--- src/hw/rtl/dtp_pkg.sv ---
// Package with shared types, constants and tables of the duration text parser.
package dtp_pkg;

  localparam int unsigned WHOLE_W  = 64;
  localparam int unsigned FRAC_W   = 30;
  localparam int unsigned MULT_W   = 17;
  localparam int unsigned SECS_W   = 35;
  localparam int unsigned NANO_W   = 30;
  localparam int unsigned WEIGHT_W = 27;
  localparam int unsigned QUEUE_DEPTH_DEF = 2;

  localparam logic [29:0] NANO_PER_SEC = 30'd1000000000;

  localparam logic [MULT_W-1:0] MULT_S = 17'd1;
  localparam logic [MULT_W-1:0] MULT_M = 17'd60;
  localparam logic [MULT_W-1:0] MULT_H = 17'd3600;
  localparam logic [MULT_W-1:0] MULT_D = 17'd86400;

  localparam logic [7:0] CH_NUL = 8'h00;
  localparam logic [7:0] CH_DOT = 8'h2e;
  localparam logic [7:0] CH_S   = 8'h73;
  localparam logic [7:0] CH_M   = 8'h6d;
  localparam logic [7:0] CH_H   = 8'h68;
  localparam logic [7:0] CH_D   = 8'h64;
  localparam logic [7:0] CH_0   = 8'h30;
  localparam logic [7:0] CH_9   = 8'h39;

  // Number of significant fraction digits.
  localparam logic [3:0] FRAC_DIGITS = 4'd9;

  // One parsed string handed from the front to the back.
  typedef struct packed {
    logic              ok;
    logic [WHOLE_W-1:0] whole;
    logic [FRAC_W-1:0]  frac;
    logic [MULT_W-1:0]  mult;
  } dtp_rec_t;

  typedef struct packed {
    logic empty;
    logic full;
  } dtp_qstat_t;

  // Nanosecond weight of the fraction digit at position idx (0 = tenths).
  function automatic logic [WEIGHT_W-1:0] frac_weight(input logic [3:0] idx);
    logic [WEIGHT_W-1:0] w;
    case (idx)
      4'd0:    w = 27'd100000000;
      4'd1:    w = 27'd10000000;
      4'd2:    w = 27'd1000000;
      4'd3:    w = 27'd100000;
      4'd4:    w = 27'd10000;
      4'd5:    w = 27'd1000;
      4'd6:    w = 27'd100;
      4'd7:    w = 27'd10;
      4'd8:    w = 27'd1;
      default: w = 27'd0;
    endcase
    return w;
  endfunction

endpackage

--- src/hw/rtl/duration_text_parser.sv ---
// Top level of the duration text parser: front end, record queue and back end.
//
//   channel   direction  handshake          word
//   in_       input      in_push / in_full   one text byte (in_character)
//   out_      output     out_pop / out_empty one duration (valid, seconds, nanoseconds)
//
// Cycles: one character is taken every cycle while in_full is low. A zero byte
// closes the string; with the back end idle its record passes the queue, then
// the back end runs the bit-serial multiplier (30 + 17 steps), the reciprocal
// multiply (4 partial products) and the remainder step before the result
// register. A malformed string skips them.
// Reset: synchronous on rst_n; clears the parser, the queue and the result slot.
// Stalls: in_full rises while the record queue is full; a result waiting on
// out_pop holds the back end only when the next one is finished.
module duration_text_parser #(
  parameter int unsigned QUEUE_DEPTH = dtp_pkg::QUEUE_DEPTH_DEF
) (
  input  logic        clk,
  input  logic        rst_n,
  input  logic        in_push,
  input  logic [7:0]  in_character,
  output logic        in_full,
  input  logic        out_pop,
  output logic        out_empty,
  output logic        out_valid_time,
  output logic [34:0] out_whole_seconds,
  output logic [29:0] out_nano_part
);
  import dtp_pkg::*;

  logic       in_accept;
  logic       rec_push;
  dtp_rec_t   rec_front;
  dtp_rec_t   rec_head;
  dtp_qstat_t qstat;
  logic       q_pop;

  // Hold input off only while the queue cannot take a finished string.
  assign in_full   = qstat.full;
  assign in_accept = in_push && !in_full;

  dtp_front u_front (
    .clk         (clk),
    .rst_n       (rst_n),
    .accept_i    (in_accept),
    .character_i (in_character),
    .rec_push_o  (rec_push),
    .rec_o       (rec_front)
  );

  // Decouple parsing from the long arithmetic of the back end.
  dtp_queue #(
    .DEPTH (QUEUE_DEPTH)
  ) u_queue (
    .clk    (clk),
    .rst_n  (rst_n),
    .push_i (rec_push),
    .rec_i  (rec_front),
    .pop_i  (q_pop),
    .rec_o  (rec_head),
    .stat_o (qstat)
  );

  dtp_back u_back (
    .clk                 (clk),
    .rst_n               (rst_n),
    .rec_i               (rec_head),
    .qstat_i             (qstat),
    .q_pop_o             (q_pop),
    .out_pop_i           (out_pop),
    .out_empty_o         (out_empty),
    .out_valid_time_o    (out_valid_time),
    .out_whole_seconds_o (out_whole_seconds),
    .out_nano_part_o     (out_nano_part)
  );

endmodule

--- src/hw/rtl/dtp_front.sv ---
// Front end: classifies characters and builds the parsed record of one string.
module dtp_front (
  input  logic              clk,
  input  logic              rst_n,
  input  logic              accept_i,
  input  logic [7:0]        character_i,
  output logic              rec_push_o,
  output dtp_pkg::dtp_rec_t rec_o
);
  import dtp_pkg::*;

  localparam logic [1:0] PH_WHOLE = 2'd0;
  localparam logic [1:0] PH_FRAC  = 2'd1;
  localparam logic [1:0] PH_AFTER = 2'd2;

  logic [WHOLE_W-1:0] whole_r, whole_nxt;
  logic [FRAC_W-1:0]  frac_r, frac_nxt;
  logic [3:0]         fidx_r, fidx_nxt;
  logic [MULT_W-1:0]  mult_r, mult_nxt;
  logic [1:0]         phase_r, phase_nxt;
  logic               seen_r, seen_nxt;
  logic               bad_r, bad_nxt;

  logic               is_digit;
  logic               is_unit;
  logic [3:0]         digit;
  logic [MULT_W-1:0]  unit_mult;
  logic [30:0]        frac_prod;

  assign digit     = 4'(character_i - CH_0);
  assign is_digit  = character_i inside {[CH_0:CH_9]};
  assign frac_prod = 31'(digit) * 31'(frac_weight(fidx_r));

  always_comb begin
    is_unit   = 1'b1;
    unit_mult = MULT_S;
    case (character_i)
      CH_S:    unit_mult = MULT_S;
      CH_M:    unit_mult = MULT_M;
      CH_H:    unit_mult = MULT_H;
      CH_D:    unit_mult = MULT_D;
      default: is_unit = 1'b0;
    endcase
  end

  assign rec_push_o = accept_i && (character_i == CH_NUL);
  assign rec_o      = '{ok: seen_r && !bad_r, whole: whole_r, frac: frac_r, mult: mult_r};

  always_comb begin
    whole_nxt = whole_r;
    frac_nxt  = frac_r;
    fidx_nxt  = fidx_r;
    mult_nxt  = mult_r;
    phase_nxt = phase_r;
    seen_nxt  = seen_r;
    bad_nxt   = bad_r;
    if (accept_i) begin
      if (character_i == CH_NUL) begin
        // clear for the next string
        whole_nxt = '0;
        frac_nxt  = '0;
        fidx_nxt  = '0;
        mult_nxt  = MULT_S;
        phase_nxt = PH_WHOLE;
        seen_nxt  = 1'b0;
        bad_nxt   = 1'b0;
      end else if (!bad_r) begin
        case (phase_r)
          PH_WHOLE: begin
            if (is_digit) begin
              whole_nxt = {whole_r[WHOLE_W-4:0], 3'b000} + {whole_r[WHOLE_W-2:0], 1'b0}
                          + WHOLE_W'(digit);
              seen_nxt  = 1'b1;
            end else if (character_i == CH_DOT) begin
              phase_nxt = PH_FRAC;
            end else if (is_unit) begin
              mult_nxt  = unit_mult;
              phase_nxt = PH_AFTER;
            end else begin
              bad_nxt = 1'b1;
            end
          end
          PH_FRAC: begin
            if (is_digit) begin
              // digits past the ninth carry zero weight: drop them
              if (fidx_r < FRAC_DIGITS) begin
                frac_nxt = frac_r + FRAC_W'(frac_prod);
                fidx_nxt = fidx_r + 4'd1;
              end
              seen_nxt = 1'b1;
            end else if (is_unit) begin
              mult_nxt  = unit_mult;
              phase_nxt = PH_AFTER;
            end else begin
              bad_nxt = 1'b1;
            end
          end
          default: bad_nxt = 1'b1;
        endcase
      end
    end
  end

  always_ff @(posedge clk) begin
    if (!rst_n) begin
      whole_r <= '0;
      frac_r  <= '0;
      fidx_r  <= '0;
      mult_r  <= MULT_S;
      phase_r <= PH_WHOLE;
      seen_r  <= 1'b0;
      bad_r   <= 1'b0;
    end else begin
      whole_r <= whole_nxt;
      frac_r  <= frac_nxt;
      fidx_r  <= fidx_nxt;
      mult_r  <= mult_nxt;
      phase_r <= phase_nxt;
      seen_r  <= seen_nxt;
      bad_r   <= bad_nxt;
    end
  end

endmodule

--- src/hw/rtl/dtp_queue.sv ---
// Short record queue between the front end and the back end.
module dtp_queue #(
  parameter int unsigned DEPTH = dtp_pkg::QUEUE_DEPTH_DEF
) (
  input  logic                clk,
  input  logic                rst_n,
  input  logic                push_i,
  input  dtp_pkg::dtp_rec_t   rec_i,
  input  logic                pop_i,
  output dtp_pkg::dtp_rec_t   rec_o,
  output dtp_pkg::dtp_qstat_t stat_o
);
  import dtp_pkg::*;

  localparam int unsigned PW = (DEPTH > 1) ? $clog2(DEPTH) : 1;
  localparam int unsigned CW = $clog2(DEPTH + 1);

  dtp_rec_t        mem_r [DEPTH];
  logic [PW-1:0]   wptr_r, wptr_nxt;
  logic [PW-1:0]   rptr_r, rptr_nxt;
  logic [CW-1:0]   cnt_r, cnt_nxt;
  logic            do_push, do_pop;

  assign stat_o.empty = (cnt_r == '0);
  assign stat_o.full  = (cnt_r == CW'(DEPTH));
  assign do_push      = push_i && !stat_o.full;
  assign do_pop       = pop_i && !stat_o.empty;
  assign rec_o        = mem_r[rptr_r];

  always_comb begin
    wptr_nxt = wptr_r;
    rptr_nxt = rptr_r;
    cnt_nxt  = cnt_r;
    if (do_push) begin
      wptr_nxt = (wptr_r == PW'(DEPTH - 1)) ? '0 : wptr_r + PW'(1);
    end
    if (do_pop) begin
      rptr_nxt = (rptr_r == PW'(DEPTH - 1)) ? '0 : rptr_r + PW'(1);
    end
    if (do_push && !do_pop) begin
      cnt_nxt = cnt_r + CW'(1);
    end else if (do_pop && !do_push) begin
      cnt_nxt = cnt_r - CW'(1);
    end
  end

  always_ff @(posedge clk) begin
    if (do_push) begin
      mem_r[wptr_r] <= rec_i;
    end
  end

  always_ff @(posedge clk) begin
    if (!rst_n) begin
      wptr_r <= '0;
      rptr_r <= '0;
      cnt_r  <= '0;
    end else begin
      wptr_r <= wptr_nxt;
      rptr_r <= rptr_nxt;
      cnt_r  <= cnt_nxt;
    end
  end

endmodule

--- src/hw/rtl/dtp_back.sv ---
// Back end: serial scaling multiply, reciprocal divide by 1e9 and the result register.
module dtp_back (
  input  logic                clk,
  input  logic                rst_n,
  input  dtp_pkg::dtp_rec_t   rec_i,
  input  dtp_pkg::dtp_qstat_t qstat_i,
  output logic                q_pop_o,
  input  logic                out_pop_i,
  output logic                out_empty_o,
  output logic                out_valid_time_o,
  output logic [34:0]         out_whole_seconds_o,
  output logic [29:0]         out_nano_part_o
);
  import dtp_pkg::*;

  localparam logic [2:0] B_IDLE = 3'd0;
  localparam logic [2:0] B_MULA = 3'd1;
  localparam logic [2:0] B_MULB = 3'd2;
  localparam logic [2:0] B_RCP  = 3'd3;
  localparam logic [2:0] B_REM  = 3'd4;
  localparam logic [2:0] B_DONE = 3'd5;

  localparam logic [5:0] MULA_LAST = 6'(FRAC_W - 1);
  localparam logic [5:0] MULB_LAST = 6'(MULT_W - 1);
  localparam logic [5:0] RCP_LAST  = 6'd3;

  // total / 1e9 = (total >> 9) / 5^9; the reciprocal of 5^9 scaled by 2^75 and
  // rounded up gives the exact quotient for any 55-bit dividend.
  localparam logic [20:0] NANO_ODD  = 21'd1953125;
  localparam int unsigned RCP_SHIFT = 75;
  localparam int unsigned PROD_W    = 110;
  localparam logic [75:0] RCP_NUM   = 76'd1 << RCP_SHIFT;
  localparam logic [54:0] RCP_M     = 55'((RCP_NUM / 76'(NANO_ODD)) + 76'd1);

  logic [2:0]         state_r, state_nxt;
  logic [5:0]         cnt_r, cnt_nxt;
  logic [WHOLE_W-1:0] acc_r, acc_nxt;
  logic [WHOLE_W-1:0] mcand_r, mcand_nxt;
  logic [FRAC_W-1:0]  mplier_r, mplier_nxt;
  logic [MULT_W-1:0]  mult_r, mult_nxt;
  logic               ok_r, ok_nxt;
  logic [NANO_W-1:0]  rem_r, rem_nxt;
  logic [PROD_W-1:0]  prod_r, prod_nxt;
  logic               outv_r, outv_nxt;
  logic               res_ok_r;
  logic [SECS_W-1:0]  res_secs_r;
  logic [NANO_W-1:0]  res_nano_r;

  logic [WHOLE_W-1:0] acc_sum;
  logic [54:0]        dvd;
  logic [27:0]        op_a;
  logic [27:0]        op_b;
  logic [55:0]        pp;
  logic [PROD_W-1:0]  pp_shift;
  logic [SECS_W-1:0]  quot;
  logic [NANO_W-1:0]  quot_ns;
  logic               slot_free;
  logic               load_out;

  assign acc_sum   = mplier_r[0] ? acc_r + mcand_r : acc_r;
  assign slot_free = !outv_r || out_pop_i;
  assign load_out  = (state_r == B_DONE) && slot_free;
  assign q_pop_o   = (state_r == B_IDLE) && !qstat_i.empty;

  // One 28x28 partial product of (total >> 9) * RCP_M per cycle.
  assign dvd  = acc_r[WHOLE_W-1:9];
  assign op_a = cnt_r[1] ? {1'b0, dvd[54:28]} : dvd[27:0];
  assign op_b = cnt_r[0] ? {1'b0, RCP_M[54:28]} : RCP_M[27:0];
  assign pp   = 56'(op_a) * 56'(op_b);

  always_comb begin
    case (cnt_r[1:0])
      2'd0:    pp_shift = PROD_W'(pp);
      2'd3:    pp_shift = PROD_W'(pp) << 56;
      default: pp_shift = PROD_W'(pp) << 28;
    endcase
  end

  assign quot    = prod_r[PROD_W-1:RCP_SHIFT];
  assign quot_ns = quot[NANO_W-1:0] * NANO_PER_SEC;

  always_comb begin
    state_nxt  = state_r;
    cnt_nxt    = cnt_r;
    acc_nxt    = acc_r;
    mcand_nxt  = mcand_r;
    mplier_nxt = mplier_r;
    mult_nxt   = mult_r;
    ok_nxt     = ok_r;
    rem_nxt    = rem_r;
    prod_nxt   = prod_r;
    outv_nxt   = outv_r;
    if (out_pop_i && outv_r) begin
      outv_nxt = 1'b0;
    end
    case (state_r)
      B_IDLE: begin
        if (!qstat_i.empty) begin
          ok_nxt = rec_i.ok;
          cnt_nxt = '0;
          rem_nxt = '0;
          if (rec_i.ok) begin
            // whole*1e9 + frac first, then scale by the unit
            acc_nxt    = WHOLE_W'(rec_i.frac);
            mcand_nxt  = rec_i.whole;
            mplier_nxt = NANO_PER_SEC;
            mult_nxt   = rec_i.mult;
            state_nxt  = B_MULA;
          end else begin
            acc_nxt   = '0;
            state_nxt = B_DONE;
          end
        end
      end
      B_MULA: begin
        mcand_nxt  = {mcand_r[WHOLE_W-2:0], 1'b0};
        mplier_nxt = {1'b0, mplier_r[FRAC_W-1:1]};
        acc_nxt    = acc_sum;
        cnt_nxt    = cnt_r + 6'd1;
        if (cnt_r == MULA_LAST) begin
          mcand_nxt  = acc_sum;
          acc_nxt    = '0;
          mplier_nxt = FRAC_W'(mult_r);
          cnt_nxt    = '0;
          state_nxt  = B_MULB;
        end
      end
      B_MULB: begin
        mcand_nxt  = {mcand_r[WHOLE_W-2:0], 1'b0};
        mplier_nxt = {1'b0, mplier_r[FRAC_W-1:1]};
        acc_nxt    = acc_sum;
        cnt_nxt    = cnt_r + 6'd1;
        if (cnt_r == MULB_LAST) begin
          cnt_nxt   = '0;
          prod_nxt  = '0;
          state_nxt = B_RCP;
        end
      end
      B_RCP: begin
        // hold the total in acc, accumulate the reciprocal product
        prod_nxt = prod_r + pp_shift;
        cnt_nxt  = cnt_r + 6'd1;
        if (cnt_r == RCP_LAST) begin
          cnt_nxt   = '0;
          state_nxt = B_REM;
        end
      end
      B_REM: begin
        // remainder is below 1e9, so its low 30 bits are enough
        rem_nxt   = acc_r[NANO_W-1:0] - quot_ns;
        acc_nxt   = WHOLE_W'(quot);
        state_nxt = B_DONE;
      end
      B_DONE: begin
        if (slot_free) begin
          outv_nxt  = 1'b1;
          state_nxt = B_IDLE;
        end
      end
      default: state_nxt = B_IDLE;
    endcase
  end

  always_ff @(posedge clk) begin
    acc_r    <= acc_nxt;
    mcand_r  <= mcand_nxt;
    mplier_r <= mplier_nxt;
    mult_r   <= mult_nxt;
    ok_r     <= ok_nxt;
    rem_r    <= rem_nxt;
    prod_r   <= prod_nxt;
    cnt_r    <= cnt_nxt;
    if (load_out) begin
      res_ok_r   <= ok_r;
      res_secs_r <= ok_r ? acc_r[SECS_W-1:0] : '0;
      res_nano_r <= ok_r ? rem_r : '0;
    end
  end

  always_ff @(posedge clk) begin
    if (!rst_n) begin
      state_r <= B_IDLE;
      outv_r  <= 1'b0;
    end else begin
      state_r <= state_nxt;
      outv_r  <= outv_nxt;
    end
  end

  assign out_empty_o         = !outv_r;
  assign out_valid_time_o    = res_ok_r;
  assign out_whole_seconds_o = res_secs_r;
  assign out_nano_part_o     = res_nano_r;

endmodule

--- config.mk ---
export PLATFORM = sky130hd
export DESIGN_NAME = duration_text_parser
export DESIGN_NICKNAME = d
export VERILOG_FILES = /design/src/hw/rtl/dtp_pkg.sv /design/src/hw/rtl/duration_text_parser.sv /design/src/hw/rtl/dtp_front.sv /design/src/hw/rtl/dtp_queue.sv /design/src/hw/rtl/dtp_back.sv
export SDC_FILE = /design/constraint.sdc
export NUM_CORES = 2
export LEC_CHECK = 0
export BUFFER_PORTS_ARGS = -buffer_cell sky130_fd_sc_hd__clkbuf_2
export CAP_MARGIN = 30
export CORE_ASPECT_RATIO = 0.7
export CORE_UTILIZATION = 45
export CTS_BUF_LIST = sky130_fd_sc_hd__clkbuf_8
export DETAILED_ROUTE_END_ITERATION = 8
export GPL_TIMING_DRIVEN = 0
export PLACE_DENSITY = 0.64
export SLEW_MARGIN = 25
export SYNTH_ARGS = -nofsm -noshare
export SYNTH_HDL_FRONTEND = slang
export SYNTH_SLANG_ARGS = --single-unit
--- constraint.sdc ---
create_clock -name clk -period 17.7 [get_ports clk]
set_input_delay 0.885 -clock clk [delete_from_list [all_inputs] [get_ports clk]]
set_output_delay 0.885 -clock clk [all_outputs]
set_load 0.01 [all_outputs]
---- Word-level counts from Yosys, hierarchy flattened ----
Memories as Yosys holds them, arrays and structs flattened. A register that Yosys moved wholly into a read port is not among the register bits.
Index checks and enable logic that the tools add are counted.
storage, ports and cells
  word-level logic and storage cells ...... 207
  memories kept ........................... 2
  bits in registers ....................... 515
  output and inout port bits .............. 68
  memory bits (read-only) ................. 400
  bits in writable memories ............... 224
operators by class
  add/subtract/negate cells ............... 13
  magnitude comparators ................... 3
  bitwise operators ....................... 1
  multiply operators ...................... 3
  muxes and demuxes ....................... 86
  reduce and logical (&&, ||, !) cells .... 50
  equal/unequal tests ..................... 26
memories
  memory           words  width  rd ports  clocked after Yosys merged registers in  write ports  line             source
  (no name shown)  16     25     1         1                                        0            dtp_pkg.sv:47    case (idx)
  u_queue.mem_r    2      112    1         1                                        1            dtp_queue.sv:18  dtp_rec_t mem_r [DEPTH];
operators with widths
  operator                                                                count
  64-bit two-way mux                                                      10
  110-bit case mux with 2 select lines                                    2
  30-bit two-way mux                                                      9
  64-bit case mux with 4 select lines                                     1
  64-bit case mux with 3 select lines                                     1
  64-bit adder                                                            2
  110-bit adder                                                           1
  110-bit two-way mux                                                     1
  17-bit two-way mux                                                      6
  30-bit case mux with 3 select lines                                     1
  64-bit by 4-bit adder with 64-bit output                                1
  30-bit case mux with 2 select lines                                     1
  28-bit by 28-bit multiplier with 56-bit output                          1
  17-bit case mux with 3 select lines                                     1
  17-bit case mux with 2 select lines                                     1
  8-bit by 7-bit == test with 1-bit output (second input constant)        4
  30-bit adder                                                            1
  30-bit by 21-bit multiplier with 21-bit output (second input constant)  1
  4-bit by 27-bit multiplier with 30-bit output                           1
  30-bit subtractor                                                       1
  29-bit two-way mux                                                      1
  28-bit two-way mux                                                      1
  4-bit two-way mux                                                       7
  27-bit two-way mux                                                      1
  other kinds (46)                                                        125

---- Depth between registers and ports, before layout ----
  word-level depth ........................ 9
  gate-level depth with buffers ........... 49
  gate-level depth less buffers ........... 47

---- Modules after synthesis ----
A second synthesis with hierarchy kept.
second synthesis, totals
  cell total of the unflattened synthesis .. 7313
  area total of the unflattened synthesis .. 70769.1 µm²
by module, submodules not included
  module                area each (µm²)  cells an instance  seq. area each (µm²)  instances
  dtp_back              49441.2          5330               11731.3               1
  dtp_front             13002.5          1609               2542.4                1
  dtp_queue             8311.7           373                6826.5                1
  duration_text_parser  13.8             1                  0.0                   1

---- Worst setup path before layout ----
OpenSTA, ideal clock, no wires.
  path kind ............................... register -> register
  start point ............................. register u_back.cnt_r[1]
  end point ............................... register u_back.prod_r[109] (data pin)
  setup slack ............................. 5.845 ns
  required time ........................... 17.445 ns
  arrival ................................. 11.600 ns
  cell stages (with the launch flop) ...... 49
  path through ............................ edfxtp_1 > buf_1 > clkbuf_1 > clkbuf_1 > mux2i_1 > inv_1 > nand2_1 > inv_1 > ha_1 > fa_1 > inv_1 > fa_1 > fa_1 > inv_1 > fa_1 > fa_1 > inv_1 > fa_1 > [... 13 more ...] > a21oi_1 > xnor2_1 > a22o_1 > ha_1 > nand2_1 > o21ai_0 > a21o_1 > a221oi_1 > o311ai_0 > a221o_1 > nand3_1 > o211ai_1 > o211ai_1 > a2111oi_0 > nand2b_1 > o221ai_1 > xor3_1 > and2_1
on the way
  longest elaborated chain between the ends .. 5
  elaborated cells on any way between the ends .. 7
  those cells by class .................... add/sub: 1; mul: 1; eq/ne: 1; mux: 3; reduce/logical: 1
RTL lines
  what                                            line             source
  from (decl)                                     dtp_back.sv:36   logic [5:0] cnt_r, cnt_nxt;
  from (signal assigned)                          dtp_back.sv:172  cnt_r <= cnt_nxt;
  28-bit two-way mux                              dtp_back.sv:67   assign op_a = cnt_r[1] ? {1'b0, dvd[54:28]} : dvd[27:0];
  28-bit by 28-bit multiplier with 56-bit output  dtp_back.sv:69   assign pp = 56'(op_a) * 56'(op_b);
  110-bit case mux with 2 select lines (*)        dtp_back.sv:72   case (cnt_r[1:0])
  110-bit adder (*)                               dtp_back.sv:141  prod_nxt = prod_r + pp_shift;
  110-bit case mux with 2 select lines (*)        dtp_back.sv:96   case (state_r)
  to (signal assigned)                            dtp_back.sv:171  prod_r <= prod_nxt;
  to (decl)                                       dtp_back.sv:43   logic [PROD_W-1:0] prod_r, prod_nxt;
Mark *: on every way between the ends. The rest lies on a longest branch, timed or not.
A chain may end at the register's enable or synchronous reset.

---- Worst setup path in the final report ----
  start point ............................. register u_back.cnt_r[1]
  end point ............................... register u_back.prod_r[106] (data pin)
Same word-level chain as after synthesis.

==> impl_metrics.csv <==
group,metric,value,unit
outcome,status,"finished clean",
clocking,cts_tree,"built",
timing,timing.final.max_slew_violations,0,
floorplanning,fp-row-count,118,
setup_path,path_buf_inv,10,
timing,setup_violations,0,
clocking,post-cts-setup-buffers,0,
placement,dp_hpwl,174,mm
cells_and_area,syn_to_final_growth,8.88,%
run,drv_cap,0,
placement,place_congestion,0.996,
routing,wire_per_inst,22.9,µm
clocking,clock-root-buffer,"clkbuf_8",
cells_and_area,drive_above_1_share,4.82,%
logic_synthesis,yosysMostFrequentCell,"inv_1",
timing,rsz0062_at_grt,"no",
floorplanning,die-area,152000,µm²
logic_synthesis,synth_area,67600,µm²
logic_synthesis,ys_ff_latch,712,
logic_synthesis,syn_area_per_cell,9.75,µm²
floorplanning,core_area,149000,µm²
logic_synthesis,synthCells,6937,
logic_synthesis,synth_seq_area_share,29.6,%
timing,worst_pin_slew,1.13,ns
logic_synthesis,yosys.area.top_type,"edfxtp_1",
clocking,ctsHoldBuffers,0,
setup_path,cpPeakStageDelay,0.91,ns
global_routing,grt_max_degree,47,
global_routing,grt_pass1_wl,318,mm
clocking,clkLatencyLatePin,0.91,ns
setup_path,cp.arrival,16.80,ns
routing,vias_per_cell,5.67,
logic_synthesis,synth_top_area_share,25.6,%
clocking,clock_sinks,712,
floorplanning,start_util,45.5,%
timing,finalCritPeriodShare,91.2,%
clocking,cts.repair.resized,0,
global_routing,gr-usage-all-layers,27.8,%
timing,fin_crit,16.15,ns
cells_and_area,nets,8531,
cells_and_area,fillCellCount,13900,
clocking,path_clk_slew,0.08,ns
routing,vias,52600,
timing,hold_viol,0,
timing,relSlewSlack,24.6,%
global_routing,grt_pass1_vias,50900,
floorplanning,chipHeight,326,µm
placement,portBuffers,78,
setup_path,critical_path.top_delay_family,"compound AO/OA/AOI/OAI gates",
clocking,htreeDepth,3,
global_routing,overflow,0,
logic_synthesis,yosys-top-cells-count,"inv_1, ha_1, edfxtp_1, fa_1, nor2_1",
hold_path,hold_path_class,"reg -> reg",
routing,drcViolationCount,0,
setup_path,startpoint_type,"flop",
logic_synthesis,synth_warnings,0,
global_routing,grt_antenna_before_repair,11,
setup_path,critPathMaxFanout,10,
floorplanning,io_pins,80,
clocking,numCtsBuffers,116,
clocking,cts_buffer_depth,3,
routing,ant_nets,0,
setup_path,criticalPathCategory,"reg -> reg",
timing,clock_skew,0.0989,ns
logic_synthesis,synth-edff-count,576,
setup_path,critPathCaptureType,"flop",
timing,timing.setup.tns,0,ns
routing,routed_wl,213,mm
logic_synthesis,synth_top_flop_cell,"edfxtp_1",
logic_synthesis,ys_types,88,
setup_path,required,18.35,ns
logic_synthesis,async_reset_ff_share,0,%
setup_path,cp_slowest_cell,"mux2i_1",
routing,first_pass_iters,6,
floorplanning,dieWidth,465,µm
logic_synthesis,synth_area_leaders,"edfxtp_1, fa_1, ha_1, inv_1, dfxtp_1",
routing,drt_iter0_markers,5575,
timing,max_freq,0.0619,GHz
cell usage in the layout (no fill, tap or decap), types with 34 or more instances in the layout:
master,synthesis,final
clkbuf_2,0,80
a22o_1,50,50
edfxtp_1,576,576
and2_1,239,239
clkbuf_8,0,124
nor2_1,481,479
nand3_1,140,140
xor2_1,136,136
ha_1,773,773
dfxtp_1,136,136
inv_1,1012,1059
a21boi_0,34,34
nand2b_1,43,43
nor3_1,58,57
xnor2_1,253,253
nor2b_1,48,47
a31oi_1,41,41
o21ai_0,325,325
clkbuf_1,212,210
o21bai_1,66,66
fa_1,544,544
nand2_1,461,461
a21oi_1,386,386
o221ai_1,68,68
and3_1,47,45
o21a_1,39,38
mux2i_1,174,166
nand4_1,53,53
a21o_1,201,201
worst reg2reg max path, delay by kind of cell, from the launching register on:
kind	cells	cell delay, ns
AO/OA/AOI/OAI	17	4.63
adder cells (fa/ha/maj)	9	4.08
buffers and inverters	10	3.58
AND/OR/NAND/NOR	6	1.19
multiplexers	1	0.92
XOR/XNOR	2	0.84
flip-flops	1	0.66
area by class of cell:
type	count	area, µm²	area share (%)
Multi-Input combinational cell	4999	43100	58.5
Sequential cell	712	20000	27.2
Inverter	1017	3820	5.18
Tap cell	1980	2480	3.36
Clock buffer	124	1710	2.32
Timing Repair Buffer	122	970	1.32
Buffer	234	883	1.20
Clock inverter	96	658	0.894
Antenna cell	8	20.0	0.0272
worst paths after layout:
path                            cells past startpoint       startpoint                 end  slack (ns)
worst max register to register                     45  u_back.cnt_r[1]  u_back.prod_r[106]        1.55
worst min-delay path                                2   u_front.seen_r      u_front.seen_r        0.47
worst min register to register                      2   u_front.seen_r      u_front.seen_r        0.47
worst max-delay path                               45  u_back.cnt_r[1]  u_back.prod_r[106]        1.55
per-stage QoR:
| step | utilization, % | setup slack, ns | area (µm²) | std cells | hold slack (ns) |
|---|---|---|---|---|---|
| 6_report | 49.6 | 1.55 | 73600 | 9292 | 0.471 |
| 2_1_floorplan | - | 5.85 | 67700 | 6962 | 0.425 |
| 5_1_grt | 49.6 | 0.995 | 73600 | 9286 | 0.470 |
| 4_1_cts | 49.5 | 2.13 | 73500 | 9274 | 0.423 |
| 3_3_place_gp | 47.5 | 1.32 | 70600 | 9020 | 0.444 |
| 3_5_place_dp | 47.9 | 2.23 | 71200 | 9054 | 0.461 |
state kept, by name, indices dropped and copies added (netlist names), 6 cells and up, named ones only:
register	flops
u_back.mcand_r	64
u_back.out_whole_seconds_o	35
u_back.rem_r	30
u_front.frac_r	30
u_back.cnt_r	6
u_back.prod_r	110
u_back.out_nano_part_o	30
u_front.whole_r	64
u_back.mplier_r	30
u_back.acc_r	64
u_queue.mem_r	200
cells by family after synthesis:
kind of cell | Yosys count | share of synthesized area, %
buffers and inverters | 1251 | 6.95
adders and majority gates | 1317 | 30.4
AOI/OAI and AO/OA | 1411 | 13.5
xor gates and xnor gates | 391 | 5.10
muxes | 183 | 2.73
other | 2 | 0.0111
and+or+nand+nor | 1670 | 11.7
DFF | 712 | 29.6
routing by layer:
layer / part of all wire [%] / up-vias / routed length (µm) / global-route usage (%)
met5: 0.013 / - / 27 / 0
met4: 1.7 / 4 / 3660 / 5.22
met3: 14 / 220 / 29400 / 11.4
met2: 37 / 2459 / 79600 / 35.6
met1: 47 / 25700 / 99800 / 43.0
li1: - / 24300 / - / -
Power is left out: the tool's default activity adds up to more than one toggle a clock period on the data nets, which glitch-free logic cannot reach.
